$ cat src/hw/rtl/writ_pkg.sv
package writ_pkg;

    localparam int SecW  = 13;
    localparam int RndW  = 7;
    localparam int BeepW = 4;
    localparam int ApbAw = 4;
    localparam int ApbDw = 32;

    localparam logic [SecW-1:0]  SEC_MAX  = '1;
    localparam logic [RndW-1:0]  RND_MAX  = '1;
    localparam logic [SecW-1:0]  WARN_SEC = 13'd3;

    localparam logic [BeepW-1:0] BEEP_NONE   = 4'd0;
    localparam logic [BeepW-1:0] BEEP_WARN   = 4'd1;
    localparam logic [BeepW-1:0] BEEP_PHASE  = 4'd3;
    localparam logic [BeepW-1:0] BEEP_FINISH = 4'd10;

    // register indexes on the APB port (byte address = 4 * index)
    localparam logic [1:0] REG_COUNT_UP_MODE = 2'd0;
    localparam logic [1:0] REG_WORK_SECONDS  = 2'd1;
    localparam logic [1:0] REG_REST_SECONDS  = 2'd2;
    localparam logic [1:0] REG_ROUND_TOTAL   = 2'd3;

    localparam logic [SecW-1:0] WORK_SECONDS_RST = 13'd30;
    localparam logic [SecW-1:0] REST_SECONDS_RST = 13'd10;
    localparam logic [RndW-1:0] ROUND_TOTAL_RST  = 7'd8;

    typedef struct packed {
        logic op;
        logic hold;
    } writ_item_t;

    typedef struct packed {
        logic [SecW-1:0]  seconds_shown;
        logic [RndW-1:0]  round_shown;
        logic             in_work;
        logic             done_res;
        logic [BeepW-1:0] beep_count;
    } writ_result_t;

    typedef struct packed {
        logic            count_up_mode;
        logic [SecW-1:0] work_seconds;
        logic [SecW-1:0] rest_seconds;
        logic [RndW-1:0] round_total;
    } writ_cfg_t;

endpackage

$ cat src/hw/rtl/writ_cfg.sv
module writ_cfg (
    input  logic                        clk,
    input  logic                        rst_n,
    input  logic                        psel,
    input  logic                        penable,
    input  logic                        pwrite,
    input  logic [writ_pkg::ApbAw-1:0]  paddr,
    input  logic [writ_pkg::ApbDw-1:0]  pwdata,
    output logic [writ_pkg::ApbDw-1:0]  prdata,
    output logic                        pready,
    output writ_pkg::writ_cfg_t         cfg
);
    import writ_pkg::*;

    writ_cfg_t  cfg_reg;
    writ_cfg_t  cfg_next;
    logic [1:0] reg_idx;
    logic       wr_en;

    assign pready  = 1'b1;
    assign reg_idx = paddr[3:2];
    assign wr_en   = psel && penable && pwrite && pready;
    assign cfg     = cfg_reg;

    always_comb
    begin
        cfg_next = cfg_reg;
        if (wr_en)
        begin
            unique case (reg_idx)
                REG_COUNT_UP_MODE: cfg_next.count_up_mode = pwdata[0];
                REG_WORK_SECONDS:  cfg_next.work_seconds  = pwdata[SecW-1:0];
                REG_REST_SECONDS:  cfg_next.rest_seconds  = pwdata[SecW-1:0];
                REG_ROUND_TOTAL:   cfg_next.round_total   = pwdata[RndW-1:0];
                default:           cfg_next = cfg_reg;
            endcase
        end
    end

    always_ff @(posedge clk or negedge rst_n)
    begin
        if (!rst_n)
        begin
            cfg_reg.count_up_mode <= 1'b0;
            cfg_reg.work_seconds  <= WORK_SECONDS_RST;
            cfg_reg.rest_seconds  <= REST_SECONDS_RST;
            cfg_reg.round_total   <= ROUND_TOTAL_RST;
        end
        else
        begin
            cfg_reg <= cfg_next;
        end
    end

    always_comb
    begin
        unique case (reg_idx)
            REG_COUNT_UP_MODE: prdata = {{(ApbDw-1){1'b0}}, cfg_reg.count_up_mode};
            REG_WORK_SECONDS:  prdata = {{(ApbDw-SecW){1'b0}}, cfg_reg.work_seconds};
            REG_REST_SECONDS:  prdata = {{(ApbDw-SecW){1'b0}}, cfg_reg.rest_seconds};
            REG_ROUND_TOTAL:   prdata = {{(ApbDw-RndW){1'b0}}, cfg_reg.round_total};
            default:           prdata = '0;
        endcase
    end

endmodule

$ cat src/hw/rtl/writ_core.sv
module writ_core (
    input  logic                    clk,
    input  logic                    rst_n,
    input  logic                    step,
    input  writ_pkg::writ_item_t    item,
    input  writ_pkg::writ_cfg_t     cfg,
    output writ_pkg::writ_result_t  result
);
    import writ_pkg::*;

    logic [SecW-1:0]  sec_reg,   sec_next;
    logic [RndW-1:0]  rnd_reg,   rnd_next;
    logic             work_reg,  work_next;
    logic             done_reg,  done_next;
    logic [BeepW-1:0] beep;

    logic [SecW-1:0]  len;
    logic [SecW-1:0]  up_cnt;
    logic [SecW:0]    up_left;
    logic             up_warn;
    logic             up_end;
    logic [SecW-1:0]  dn_cnt;
    logic [RndW-1:0]  rnd_inc;
    logic [RndW-1:0]  rnd_dec;

    assign len     = work_reg ? cfg.work_seconds : cfg.rest_seconds;
    assign up_cnt  = (sec_reg != SEC_MAX) ? sec_reg + 13'd1 : sec_reg;
    assign up_left = {1'b0, len} - {1'b0, up_cnt};
    assign up_end  = (len <= up_cnt);
    assign up_warn = !up_end && (up_left <= {1'b0, WARN_SEC});
    assign dn_cnt  = (sec_reg != '0) ? sec_reg - 13'd1 : sec_reg;
    assign rnd_inc = (rnd_reg != RND_MAX) ? rnd_reg + 7'd1 : rnd_reg;
    assign rnd_dec = (rnd_reg != '0) ? rnd_reg - 7'd1 : rnd_reg;

    always_comb
    begin
        sec_next  = sec_reg;
        rnd_next  = rnd_reg;
        work_next = work_reg;
        done_next = done_reg;
        beep      = BEEP_NONE;
        if (item.op)
        begin
            // load the program
            sec_next  = cfg.count_up_mode ? '0 : cfg.work_seconds;
            rnd_next  = cfg.count_up_mode ? 7'd1 : cfg.round_total;
            work_next = 1'b1;
            done_next = 1'b0;
        end
        else if (!item.hold && !done_reg)
        begin
            if (cfg.count_up_mode)
            begin
                sec_next = up_cnt;
                if (up_warn)
                    beep = BEEP_WARN;
                if (up_end)
                begin
                    sec_next = '0;
                    beep     = BEEP_PHASE;
                    if (work_reg)
                    begin
                        work_next = 1'b0;
                        if (rnd_reg >= cfg.round_total)
                        begin
                            done_next = 1'b1;
                            beep      = BEEP_FINISH;
                        end
                    end
                    else
                    begin
                        work_next = 1'b1;
                        rnd_next  = rnd_inc;
                    end
                end
            end
            else
            begin
                sec_next = dn_cnt;
                if (dn_cnt != '0 && dn_cnt <= WARN_SEC)
                    beep = BEEP_WARN;
                if (dn_cnt == '0)
                begin
                    beep = BEEP_PHASE;
                    if (work_reg)
                    begin
                        work_next = 1'b0;
                        sec_next  = cfg.rest_seconds;
                        if (rnd_reg <= 7'd1)
                        begin
                            done_next = 1'b1;
                            beep      = BEEP_FINISH;
                        end
                    end
                    else
                    begin
                        work_next = 1'b1;
                        sec_next  = cfg.work_seconds;
                        rnd_next  = rnd_dec;
                    end
                end
            end
        end
    end

    assign result.seconds_shown = sec_next;
    assign result.round_shown   = rnd_next;
    assign result.in_work       = work_next;
    assign result.done_res      = done_next;
    assign result.beep_count    = beep;

    always_ff @(posedge clk or negedge rst_n)
    begin
        if (!rst_n)
        begin
            sec_reg  <= '0;
            rnd_reg  <= '0;
            work_reg <= 1'b1;
            done_reg <= 1'b0;
        end
        else if (step)
        begin
            sec_reg  <= sec_next;
            rnd_reg  <= rnd_next;
            work_reg <= work_next;
            done_reg <= done_next;
        end
    end

endmodule

$ cat src/hw/rtl/work_rest_interval_timer.sv
// channel   | handshake                    | payload
// ----------+------------------------------+------------------------------------------
// item      | item_valid / item_ready      | item   (op, hold)
// result    | result_valid / result_ready  | result (seconds, round, phase, done, beeps)
// config    | psel/penable/pwrite, pready  | paddr, pwdata, prdata (4 regs at 4*i)
//
// One item per cycle sustained while result_ready holds. An item lands in the
// input register on its transfer, is evaluated against the timer state when
// it advances, and its result is captured in the output register at the same
// edge that updates the state, which raises result_valid.
// Reset clears both valid flags, the counters and the done flag; the phase
// resets to work and the registers to their defaults.
// A stalled result holds the output register; the input register still
// takes one more item, and item_ready drops only while both are full.
module work_rest_interval_timer (
    input  logic                        clk,
    input  logic                        rst_n,
    input  logic                        item_valid,
    output logic                        item_ready,
    input  writ_pkg::writ_item_t        item,
    output logic                        result_valid,
    input  logic                        result_ready,
    output writ_pkg::writ_result_t      result,
    input  logic                        psel,
    input  logic                        penable,
    input  logic                        pwrite,
    input  logic [writ_pkg::ApbAw-1:0]  paddr,
    input  logic [writ_pkg::ApbDw-1:0]  pwdata,
    output logic [writ_pkg::ApbDw-1:0]  prdata,
    output logic                        pready
);
    import writ_pkg::*;

    writ_cfg_t    cfg;
    writ_item_t   item_reg;
    logic         item_vld_reg;
    logic         item_vld_next;
    writ_result_t res_reg;
    writ_result_t core_res;
    logic         res_vld_reg;
    logic         res_vld_next;
    logic         advance;

    // Move the held item into the result stage when that stage is free
    // or being drained in this cycle.
    assign advance    = item_vld_reg && (!res_vld_reg || result_ready);
    assign item_ready = !item_vld_reg || advance;

    assign item_vld_next = (item_valid && item_ready) ? 1'b1 :
                           (advance ? 1'b0 : item_vld_reg);
    assign res_vld_next  = advance ? 1'b1 :
                           (result_ready ? 1'b0 : res_vld_reg);

    writ_cfg u_cfg (
        .clk     (clk),
        .rst_n   (rst_n),
        .psel    (psel),
        .penable (penable),
        .pwrite  (pwrite),
        .paddr   (paddr),
        .pwdata  (pwdata),
        .prdata  (prdata),
        .pready  (pready),
        .cfg     (cfg)
    );

    writ_core u_core (
        .clk    (clk),
        .rst_n  (rst_n),
        .step   (advance),
        .item   (item_reg),
        .cfg    (cfg),
        .result (core_res)
    );

    // Valid flags
    always_ff @(posedge clk or negedge rst_n)
    begin
        if (!rst_n)
        begin
            item_vld_reg <= 1'b0;
            res_vld_reg  <= 1'b0;
        end
        else
        begin
            item_vld_reg <= item_vld_next;
            res_vld_reg  <= res_vld_next;
        end
    end

    // Payload registers: capture on transfer, hold otherwise
    always_ff @(posedge clk)
    begin
        if (item_valid && item_ready)
            item_reg <= item;
        if (advance)
            res_reg <= core_res;
    end

    assign result_valid = res_vld_reg;
    assign result       = res_reg;

endmodule
$ cat config.mk
export PLATFORM = sky130hd
export DESIGN_NAME = work_rest_interval_timer
export DESIGN_NICKNAME = d
export VERILOG_FILES = /design/src/hw/rtl/writ_pkg.sv /design/src/hw/rtl/writ_cfg.sv /design/src/hw/rtl/writ_core.sv /design/src/hw/rtl/work_rest_interval_timer.sv
export SDC_FILE = /design/constraint.sdc
export NUM_CORES = 1
export LEC_CHECK = 0
export ABC_CLOCK_PERIOD_IN_PS = 4510
export BUFFER_PORTS_ARGS = -buffer_cell sky130_fd_sc_hd__buf_4
export CORE_MARGIN = 2
export CORE_UTILIZATION = 40
export CTS_CLUSTER_SIZE = 25
export DETAILED_ROUTE_END_ITERATION = 8
export GPL_ROUTABILITY_DRIVEN = 1
export PLACE_DENSITY = 0.69
export SLEW_MARGIN = 30
export SYNTH_ARGS = -nofsm -noshare
export SYNTH_HDL_FRONTEND = slang
export SYNTH_HIERARCHICAL = 1
export SYNTH_SLANG_ARGS = --single-unit
$ cat constraint.sdc
create_clock -name clk -period 4.51 [get_ports clk]
set_input_delay 0.6765 -clock clk [delete_from_list [all_inputs] [get_ports clk]]
set_output_delay 0.6765 -clock clk [all_outputs]
set_load 0.05 [all_outputs]
# After elaboration in Yosys (flattened, before gate mapping)

Index checks and enable logic that the tools add are counted.

Add/sub/neg operators: 5
Multipliers: 0
Divide/modulo/power cells: 0
Order comparisons: 5
Eq/ne operators: 5
Shifts and indexed selects: 0
Mux-type cells: 49
Bitwise logic cells: 1
Reductions and logical operators: 26

Operators by type and width:

| kind                                                                    | count |
|---|---|
| 13-bit 2-to-1 mux                                                       | 10 |
| 32-bit case mux with 4 select lines                                     | 1 |
| 7-bit 2-to-1 mux                                                        | 10 |
| 4-bit 2-to-1 mux                                                        | 7 |
| 13-bit nonzero test                                                     | 2 |
| 1-bit 2-to-1 mux                                                        | 21 |
| 14-bit by 2-bit <= comparator with 1-bit output (second input constant) | 1 |
| 13-bit by 13-bit subtractor with 14-bit output                          | 1 |
| 13-bit by 1-bit adder with 13-bit output (second input constant)        | 1 |
| 13-bit <= comparator                                                    | 1 |
| 13-bit by 2-bit <= comparator with 1-bit output (second input constant) | 1 |
| 13-bit zero test                                                        | 1 |
| 13-bit != test (second input constant)                                  | 1 |
| 13-bit by 1-bit subtractor with 13-bit output (second input constant)   | 1 |
| 2-bit AND reduction                                                     | 4 |
| 7-bit by 1-bit adder with 7-bit output (second input constant)          | 1 |
| 7-bit >= comparator                                                     | 1 |
| 7-bit by 1-bit <= comparator with 1-bit output (second input constant)  | 1 |
| 1-bit logical AND                                                       | 7 |
| 7-bit != test (second input constant)                                   | 1 |
| 7-bit nonzero test                                                      | 1 |
| 7-bit by 1-bit subtractor with 7-bit output (second input constant)     | 1 |
| 1-bit zero test                                                         | 5 |
| 2-bit equality test (second input constant)                             | 2 |
| 6 further kinds                                                         | 8 |

Register bits after elaboration: 86
Latch bits: 0
Bits in writable memories: 0
ROM bits: 0
Input bits: 45
Output and inout bits: 61
Word-level logic and storage cells: 108
Memories kept: 0

# Logic depth before layout (Yosys ltp)

Gate-level depths: netlist of the first run.

Depth after elaboration: 8
Depth in mapped cells: 17
Depth with buffers taken out: 15

# Cells and area by module

The synthesis of the first run kept the hierarchy.

Modules (own cells, without submodules):

| module                   | instances | cells an instance | area each (µm²) | sequential area each (µm²) |
|---|---|---|---|---|
| writ_core                | 1         | 583               | 4235.3          | 551.8 |
| writ_cfg                 | 1         | 122               | 1741.7          | 859.6 |
| work_rest_interval_timer | 1         | 36                | 944.7           | 890.9 |

# Worst setup path before layout of the first run

No wires, ideal clock.

Kind: reg2reg
Start: register u_core.work_reg
End: register u_core.sec_reg[3]
Setup time: 0.125 ns
Arrival: 4.322 ns
Data required time: 4.385 ns
Path slack: 0.063 ns
Cell stages (with the launch flop): 15
Path through: dfstp_2 > clkbuf_1 > clkbuf_1 > buf_1 > mux2_2 > fa_1 > a21o_1 > a221oi_1 > o221ai_1 > nand3_1 > clkbuf_1 > nor3_1 > a211oi_1 > o32ai_2 > mux2_2

RTL lines:

| what                   | line             | text |
|---|---|---|
| start, declared        | writ_core.sv:13  | `logic work_reg, work_next;` |
| start signal, assigned | writ_core.sv:125 | `work_reg <= work_next;` |
| end signal, assigned   | writ_core.sv:123 | `sec_reg <= sec_next;` |
| end, declared          | writ_core.sv:11  | `logic [SecW-1:0] sec_reg, sec_next;` |

==> flow_metrics.py, run 1 <==
metrics = {
    "outcome": {
        "run_status": "completed",
    },
    "worst_setup_path": {
        "crit_required_ns": 4.60,
        "critical_path_arrival_ns": 4.33,
        "timing.setup.critical_path_class": "reg -> reg",
        "timing.critical_path.slowest_stage_cell": "sky130_fd_sc_hd__or3_1",
        "worst_r2r_endpoint": "result[13]",
        "critPathMaxStageDelay_ns": 0.43,
        "path_delay_family": "compound AO/OA/AOI/OAI gates",
        "rr_worst_depth": 16,
        "ff2ff_setup_slack_ns": 0.27,
        "critPathBufInv": 2,
        "timing.critical_path.to_type": "register",
        "critical_path.cell_chain": "ha_1 > nand2_1 > buf_4 > nor2_1 > nand3_1 > xor2_1 > ha_1 > nand2_1 > or3_1 > buf_4 > o221a_2 > o31ai_1 > o21ai_0 > o21a_1 > mux2_2 > o21ai_0",
        "critical_path.reg2reg.startpoint": "u_core/sec_reg[1]",
        "critical_path.max_fanout": 5,
        "crit_path_start_kind": "register",
    },
    "sta": {
        "max_slew_margin_pct": 38.0,
        "max_clock_freq_ghz": 0.236,
        "skew_ns": 0.0113,
        "final_hold_viol_count": 0,
        "holdWs_ns": 0.395,
        "tightestPinTransition_ns": 0.927,
        "timing.final.max_slew_violations": 0,
        "min_period_over_period_pct": 94.0,
        "fin_tns_setup_ns": 0,
        "final-setup-viol-count": 0,
        "grt_setup_unrepaired": "false",
        "fin_crit_ns": 4.24,
    },
    "clock_tree": {
        "ctsResizeCount": 0,
        "cts_tree": "built",
        "numCtsBuffers": 9,
        "cts.sinks": 86,
        "cts.root.buffer_cell": "sky130_fd_sc_hd__clkbuf_16",
        "ctsHoldBuffers": 0,
        "ctsLongestPathBuffers": 2,
        "clkSlewWorstSetupHoldPaths_ns": 0.07,
        "cts_setup_buffers": 0,
        "h_tree_level_count": 3,
        "worstSkewPairLatency_ns": 0.36,
    },
    "floorplan": {
        "number_of_placed_i_o_pins": 106,
        "coreArea_sq_um": 17100,
        "die_x_um": 136,
        "placementRows": 48,
        "start_util_pct": 40.4,
        "die_area_sq_um": 18400,
        "die-height_um": 136,
    },
    "placement": {
        "globalplace.congestion": 0.969,
        "place_area_sq_um": 7610,
        "placed_wire_length_estimate_mm": 15.1,
        "io_buffers": 64,
        "place_inst": 1009,
    },
    "yosys": {
        "avgSynthCellArea_sq_um": 9.34,
        "synth-compound-area-share_pct": 22.6,
        "yosys_register_bits": 86,
        "postSynthCellCount": 741,
        "main_combinational_cell_family_by_area_after_synthesis": "compound AO/OA/AOI/OAI gates",
        "synth_fa_ha_area_share_pct": 4.99,
        "yosysUniqueCellTypes": 86,
        "synth_enable_flop_cells": 28,
        "post_synth_and_or_nand_nor_area_fraction_pct": 15.9,
        "post_synth_mux_area_share_pct": 13.5,
        "post_synth_instance_area_sq_um": 6920,
        "synth_warnings": 6,
        "yosys_most_used_dff": "sky130_fd_sc_hd__dfrtp_1",
        "synth-seq-area-share_pct": 33.3,
        "synthArstFlopShare_pct": 67.4,
        "synthesized_area_fraction_occupied_by_xor_and_xnor_cells_pct": 2.15,
    },
    "pwr": {
        "ir_worst_vdd_mv": 0.318,
        "design_power_total_w": 0.00498,
        "cell_area_power_density_nw_per_um2": 629,
        "static-leakage-power_nw": 3.29,
    },
    "cells_and_area": {
        "largest_register_ff_count": 34,
        "antenna_cells": 0,
        "final_cells": 1025,
        "n_fill_cell": 1660,
        "num-nets-final": 867,
        "final_design_area_no_fill_sq_um": 7910,
        "drive_above_1_share_pct": 26.9,
        "syn2layout_area_growth_pct": 14.2,
    },
    "global_routing": {
        "grt.overflow.total": 0,
        "grt_first_pass_wirelength_mm": 32.4,
        "grt_antenna_before_repair": 0,
        "largest_net_degree_at_the_start_of_global_routing": 59,
        "first_global_vias": 5788,
        "global_route_usage_over_all_layers_pct": 22.7,
    },
    "flow_run": {
        "maxCapViolCount": 0,
    },
    "drt": {
        "antenna_left": 0,
        "routedWlPerCell_um": 20.1,
        "drt_pass1_iterations": 6,
        "drc_errors": 0,
        "total_wirelength_mm": 20.6,
        "avgViaCountPerCell": 6.03,
        "vias": 6180,
        "drt_first_iter_violations": 642,
    },
    "hold_path": {
        "type_of_the_most_critical_hold_path": "in -> async",
    },
}
## synth_stat cells, types with 8 or more instances
library cell	n	area share, %
sky130_fd_sc_hd__dfrtp_1	50	18
sky130_fd_sc_hd__mux2i_1	12	1.7
sky130_fd_sc_hd__edfxtp_1	28	12
sky130_fd_sc_hd__mux2_2	48	7.8
sky130_fd_sc_hd__o31ai_1	9	0.98
sky130_fd_sc_hd__a31oi_1	9	0.81
sky130_fd_sc_hd__dfstp_2	8	3.0
sky130_fd_sc_hd__mux2_1	9	1.5
sky130_fd_sc_hd__mux2_4	10	2.2
sky130_fd_sc_hd__a21oi_1	46	3.3
sky130_fd_sc_hd__nand2_1	44	2.4
sky130_fd_sc_hd__nand2b_1	9	0.81
sky130_fd_sc_hd__ha_1	26	4.7
sky130_fd_sc_hd__buf_4	24	2.6
sky130_fd_sc_hd__nor3_1	19	1.4
sky130_fd_sc_hd__nand3_1	15	1.1
sky130_fd_sc_hd__a22o_1	15	1.9
sky130_fd_sc_hd__nor2_1	55	3.0
sky130_fd_sc_hd__xnor2_1	10	1.3
sky130_fd_sc_hd__o211ai_1	10	1.1
sky130_fd_sc_hd__clkbuf_1	40	2.2
sky130_fd_sc_hd__o21ai_0	46	3.3
sky130_fd_sc_hd__inv_1	23	1.2
sky130_fd_sc_hd__a21o_1	10	1.1
sky130_fd_sc_hd__nand4_1	8	0.72
## report_power, final
group	total [W]	internal, W	switching, W
clock network	0.000720	0.000392	0.000328
logic	0.00297	0.00120	0.00176
registers	0.00129	0.00103	0.000260
total	0.00498	0.00262	0.00235
## worst max path at each step
stage	from	end	slack, ns	cells after the start
floorplan	u_core/work_reg	u_core/sec_reg[3]	0.06	14
global placement	u_core/sec_reg[10]	result[13]	0.33	14
detailed placement	u_core/sec_reg[1]	u_core/sec_reg[11]	0.32	16
CTS	u_core/sec_reg[1]	u_core/sec_reg[11]	0.27	16
global route	u_core/sec_reg[0]	u_core/rnd_reg[4]	0.04	17
finish	u_core/sec_reg[1]	result[13]	0.27	16
## worst reg2reg max path, stage by stage, from the launching register on
cell,delay (ns)
sky130_fd_sc_hd__dfrtp_1,0.36
sky130_fd_sc_hd__ha_1,0.25
sky130_fd_sc_hd__nand2_1,0.09
sky130_fd_sc_hd__buf_4,0.15
sky130_fd_sc_hd__nor2_1,0.24
sky130_fd_sc_hd__nand3_1,0.13
sky130_fd_sc_hd__xor2_1,0.19
sky130_fd_sc_hd__ha_1,0.41
sky130_fd_sc_hd__nand2_1,0.12
sky130_fd_sc_hd__or3_1,0.43
sky130_fd_sc_hd__buf_4,0.17
sky130_fd_sc_hd__o221a_2,0.32
sky130_fd_sc_hd__o31ai_1,0.22
sky130_fd_sc_hd__o21ai_0,0.12
sky130_fd_sc_hd__o21a_1,0.13
sky130_fd_sc_hd__mux2_2,0.25
sky130_fd_sc_hd__o21ai_0,0.39
## final cells by class
type | count | area, sq um | area share, %
Multi-Input combinational cell | 573 | 4190 | 53.0
Sequential cell | 86 | 2300 | 29.1
Timing Repair Buffer | 102 | 766 | 9.68
Tap cell | 225 | 282 | 3.56
Clock buffer | 10 | 239 | 3.02
Inverter | 23 | 86.3 | 1.09
Clock inverter | 6 | 45.0 | 0.570
## cell usage in the layout (no fill, tap or decap), types with 5 or more instances in the layout
cell type / n
sky130_fd_sc_hd__or2_2: 7
sky130_fd_sc_hd__mux2_2: 48
sky130_fd_sc_hd__nand3_1: 15
sky130_fd_sc_hd__a31oi_1: 9
sky130_fd_sc_hd__mux2i_1: 12
sky130_fd_sc_hd__a22o_1: 15
sky130_fd_sc_hd__or4_1: 5
sky130_fd_sc_hd__xnor2_1: 10
sky130_fd_sc_hd__o21ai_0: 45
sky130_fd_sc_hd__mux2_1: 9
sky130_fd_sc_hd__nor3_1: 19
sky130_fd_sc_hd__o31a_1: 5
sky130_fd_sc_hd__nor2_1: 55
sky130_fd_sc_hd__xor2_1: 7
sky130_fd_sc_hd__a22oi_1: 7
sky130_fd_sc_hd__nand2b_1: 9
sky130_fd_sc_hd__edfxtp_1: 28
sky130_fd_sc_hd__mux2_4: 10
sky130_fd_sc_hd__dfrtp_1: 50
sky130_fd_sc_hd__ha_1: 26
sky130_fd_sc_hd__and3_1: 7
sky130_fd_sc_hd__nand2_1: 44
sky130_fd_sc_hd__buf_4: 102
sky130_fd_sc_hd__clkbuf_16: 9
sky130_fd_sc_hd__nor2b_1: 5
sky130_fd_sc_hd__a21oi_1: 45
sky130_fd_sc_hd__o211ai_1: 10
sky130_fd_sc_hd__dfstp_2: 8
sky130_fd_sc_hd__conb_1: 21
sky130_fd_sc_hd__nand4_1: 8
sky130_fd_sc_hd__a21o_1: 10
sky130_fd_sc_hd__or3_1: 7
sky130_fd_sc_hd__o31ai_1: 9
sky130_fd_sc_hd__inv_1: 23
## through the flow
stage | util (%) | setup slack, ns
6_report | 46.2 | 0.272
4_1_cts | 46.1 | 0.274
2_1_floorplan | - | 0.0635
3_5_place_dp | 44.4 | 0.320
3_3_place_gp | 44.4 | 0.331
5_1_grt | 46.2 | 0.0441
## cell families (layout without fill, tap and decap cells)
group | after synthesis | in the layout
fa+ha+maj | 27 | 27
compound gates | 221 | 221
xor+xnor | 17 | 17
other cells | 3 | 21
flops | 86 | 86
buf+inv | 100 | 141
simple gates | 207 | 207
mux | 80 | 80
## metal layers
| metal | up-vias | wire (um) | GRT usage [%] | part of all wire, % |
|---|---|---|---|---|
| li1 | 2849 | - | - | - |
| met1 | 2961 | 9150 | 33.0 | 44 |
| met2 | 329 | 9020 | 34.3 | 44 |
| met3 | 41 | 1930 | 4.08 | 9.4 |
| met4 | 0 | 511 | 7.41 | 2.5 |
| met5 | - | 0 | 0 | 0 |
Power figures use the tool's default switching activity.
==> run 2, diff against run 1 <==
--- a/config.mk
+++ b/config.mk
@@ -12,7 +12,7 @@
 export CTS_CLUSTER_SIZE = 25
 export DETAILED_ROUTE_END_ITERATION = 8
 export GPL_ROUTABILITY_DRIVEN = 1
-export PLACE_DENSITY = 0.69
+export PLACE_DENSITY_LB_ADDON = 0.1
 export SLEW_MARGIN = 30
 export SYNTH_ARGS = -nofsm -noshare
 export SYNTH_HDL_FRONTEND = slang
==> run 2 against run 1 <==
- first-iteration DRC count decreased by 1.6%
- maximum frequency decreased by 0.67%
- combinational power increased by 2%
- setup slack got worse by 0.029 ns
==> flow_metrics.py, run 2 (synthesis gave the netlist of run 1 again) <==
metrics = {
    "drt": {
        "drt_first_iter_violations": 632,
        "avgViaCountPerCell": 5.96,
        "drc_errors": 0,
        "routedWlPerCell_um": 22.2,
        "vias": 6161,
        "total_wirelength_mm": 22.9,
        "antenna_left": 0,
        "drt_pass1_iterations": 5,
    },
    "worst_setup_path": {
        "timing.setup.critical_path_class": "reg -> reg",
        "timing.critical_path.depth": 16,
        "worst_r2r_endpoint": "u_core/rnd_reg[4]",
        "capturing_instance_or_port_of_the_critical_path": "u_core/rnd_reg[4]",
        "crit_path_start_kind": "register",
        "critical_path.reg2reg.startpoint": "u_core/sec_reg[9]",
        "timing.critical_path.slowest_stage_cell": "sky130_fd_sc_hd__or4_1",
        "ff2ff_setup_slack_ns": 0.24,
        "crit_required_ns": 4.80,
        "timing.critical_path.to_type": "register",
        "critical_path.max_fanout": 7,
        "critical_path.cell_chain": "nand4_1 > or4_1 > xnor2_2 > ha_1 > inv_1 > fa_1 > a21o_1 > a221oi_2 > buf_4 > o221a_2 > o211ai_1 > buf_4 > nor3_1 > a21oi_1 > a32oi_1 > mux2_2",
        "path_common_cell": "sky130_fd_sc_hd__buf_4",
        "rr_worst_depth": 16,
        "critPathMaxStageDelay_ns": 0.69,
        "critical_path_arrival_ns": 4.56,
        "critPathLaunch": "u_core/sec_reg[9]",
        "critPathBufInv": 3,
        "path_delay_family": "compound AO/OA/AOI/OAI gates",
    },
    "global_routing": {
        "first_global_vias": 6006,
        "largest_net_degree_at_the_start_of_global_routing": 59,
        "grt_antenna_before_repair": 0,
        "grt_first_pass_wirelength_mm": 35.4,
        "grt.overflow.total": 0,
        "global_route_usage_over_all_layers_pct": 25.5,
    },
    "floorplan": {
        "number_of_placed_i_o_pins": 106,
        "die_area_sq_um": 18400,
        "start_util_pct": 40.4,
        "die-height_um": 136,
        "die_x_um": 136,
        "placementRows": 48,
        "coreArea_sq_um": 17100,
    },
    "clock_tree": {
        "cts_tree": "built",
        "ctsLongestPathBuffers": 2,
        "worstSkewPairLatency_ns": 0.36,
        "numCtsBuffers": 9,
        "cts_setup_buffers": 0,
        "cts.sinks": 86,
        "h_tree_level_count": 3,
        "clkSlewWorstSetupHoldPaths_ns": 0.07,
        "cts.root.buffer_cell": "sky130_fd_sc_hd__clkbuf_16",
    },
    "pwr": {
        "ir_worst_vdd_mv": 0.373,
        "pwr-share-comb_pct": 59.1,
        "sw_pwr_w": 0.00243,
        "p_clk_share_pct": 15.1,
        "static-leakage-power_nw": 3.34,
        "power_report.internal_total_w": 0.00270,
        "power.sequential.fraction_pct": 25.8,
        "cell_area_power_density_nw_per_um2": 643,
        "switching_part_of_the_total_pct": 47.4,
    },
    "sta": {
        "tightestPinTransition_ns": 0.903,
        "final-setup-viol-count": 0,
        "max_slew_margin_pct": 39.8,
        "min_period_over_period_pct": 94.6,
        "grt_setup_unrepaired": "false",
        "finalWorstSetupSlack_ns": 0.243,
        "skew_ns": 0.0148,
        "final_hold_viol_count": 0,
        "holdWs_ns": 0.394,
        "timing.final.max_slew_violations": 0,
        "fin_crit_ns": 4.27,
        "max_clock_freq_ghz": 0.234,
        "fin_tns_setup_ns": 0,
    },
    "cells_and_area": {
        "final_cells": 1033,
        "largest_register_ff_count": 34,
        "drive_above_1_share_pct": 27.7,
        "multi_input_comb_area_sq_um": 4200,
        "num-nets-final": 875,
        "antenna_cells": 0,
        "n_fill_cell": 1659,
        "regArea_sq_um": 2300,
        "syn2layout_area_growth_pct": 15.5,
        "layout.cells.most_common_list": "110 x sky130_fd_sc_hd__buf_4, 54 x sky130_fd_sc_hd__nor2_1, 50 x sky130_fd_sc_hd__dfrtp_1",
        "mostFrequentLayoutCell": "sky130_fd_sc_hd__buf_4",
    },
    "hold_path": {
        "type_of_the_most_critical_hold_path": "in -> async",
    },
    "placement": {
        "placed_wire_length_estimate_mm": 16.7,
        "post-place-ws_ns": 0.189,
        "io_buffers": 64,
        "place_inst": 1017,
        "globalplace.congestion": 0.938,
    },
    "flow_run": {
        "maxCapViolCount": 0,
    },
    "outcome": {
        "run_status": "completed",
    },
}
-- run 2: cell types whose count changed in the layout (fill, tap and decap cells not counted), sizes merged --
cell    before  now
clkbuf      10    9
clkinv       4    3
inv         25   26
buf        102  110
bufinv       0    1
-- run 2: worst min-delay path by stage --
stage                    startpoint           endpoint  slack, ns  cells past startpoint
floorplan                     rst_n       item_vld_reg       0.38                      0
global placement       item_vld_reg       result_valid       0.53                      1
detailed placement  u_core/done_reg    u_core/done_reg       0.55                      2
CTS                           rst_n  u_core/rnd_reg[2]       0.43                      1
global route                  rst_n  u_core/rnd_reg[2]       0.46                      1
finish                        rst_n  u_core/rnd_reg[2]       0.39                      1
-- run 2: cell type report --
type / instances / area share (%)
clock inverters: 7 / 0.986
repair buffers: 110 / 10.3
flip-flops and latches: 86 / 28.8
multi-input cells: 573 / 52.5
clock buffers: 9 / 2.82
inverters: 23 / 1.08
well taps: 225 / 3.52
-- run 2: what timing repair did --
action	CTS	global route
endpoints found under the setup margin	0	13
hold buffers	0	0
resized for setup	0	5
-- run 2: worst register-to-register path, stage by stage, from the launching register on --
cell	delay [ns]
sky130_fd_sc_hd__dfrtp_1	0.47
sky130_fd_sc_hd__nand4_1	0.12
sky130_fd_sc_hd__or4_1	0.69
sky130_fd_sc_hd__xnor2_2	0.23
sky130_fd_sc_hd__ha_1	0.21
sky130_fd_sc_hd__inv_1	0.06
sky130_fd_sc_hd__fa_1	0.41
sky130_fd_sc_hd__a21o_1	0.21
sky130_fd_sc_hd__a221oi_2	0.28
sky130_fd_sc_hd__buf_4	0.20
sky130_fd_sc_hd__o221a_2	0.25
sky130_fd_sc_hd__o211ai_1	0.11
sky130_fd_sc_hd__buf_4	0.23
sky130_fd_sc_hd__nor3_1	0.17
sky130_fd_sc_hd__a21oi_1	0.07
sky130_fd_sc_hd__a32oi_1	0.30
sky130_fd_sc_hd__mux2_2	0.20
-- run 2: metal layers --
metal	wire [um]	GRT usage [%]
met1	10600	36.8
met5	0	0
met4	517	7.52
met3	1250	4.04
met2	10500	39.3
-- run 2: power groups by stage --
stage	registers (W)	logic [W]	clock network, W
finish	0.00132	0.00304	0.000775
global route	0.00135	0.00328	0.000828
CTS	0.00132	0.00296	0.000795
detailed placement	0.00133	0.00294	0
global placement	0.00133	0.00292	0
floorplan	0.00130	0.00207	0
-- run 2: per-stage QoR --
step,util [%],power [W],area (sq um)
2_1_floorplan,-,0.00337,6990
3_3_place_gp,44.8,0.00425,7670
3_5_place_dp,44.8,0.00427,7670
4_1_cts,46.6,0.00507,7970
5_1_grt,46.7,0.00546,8000
6_report,46.7,0.00514,8000
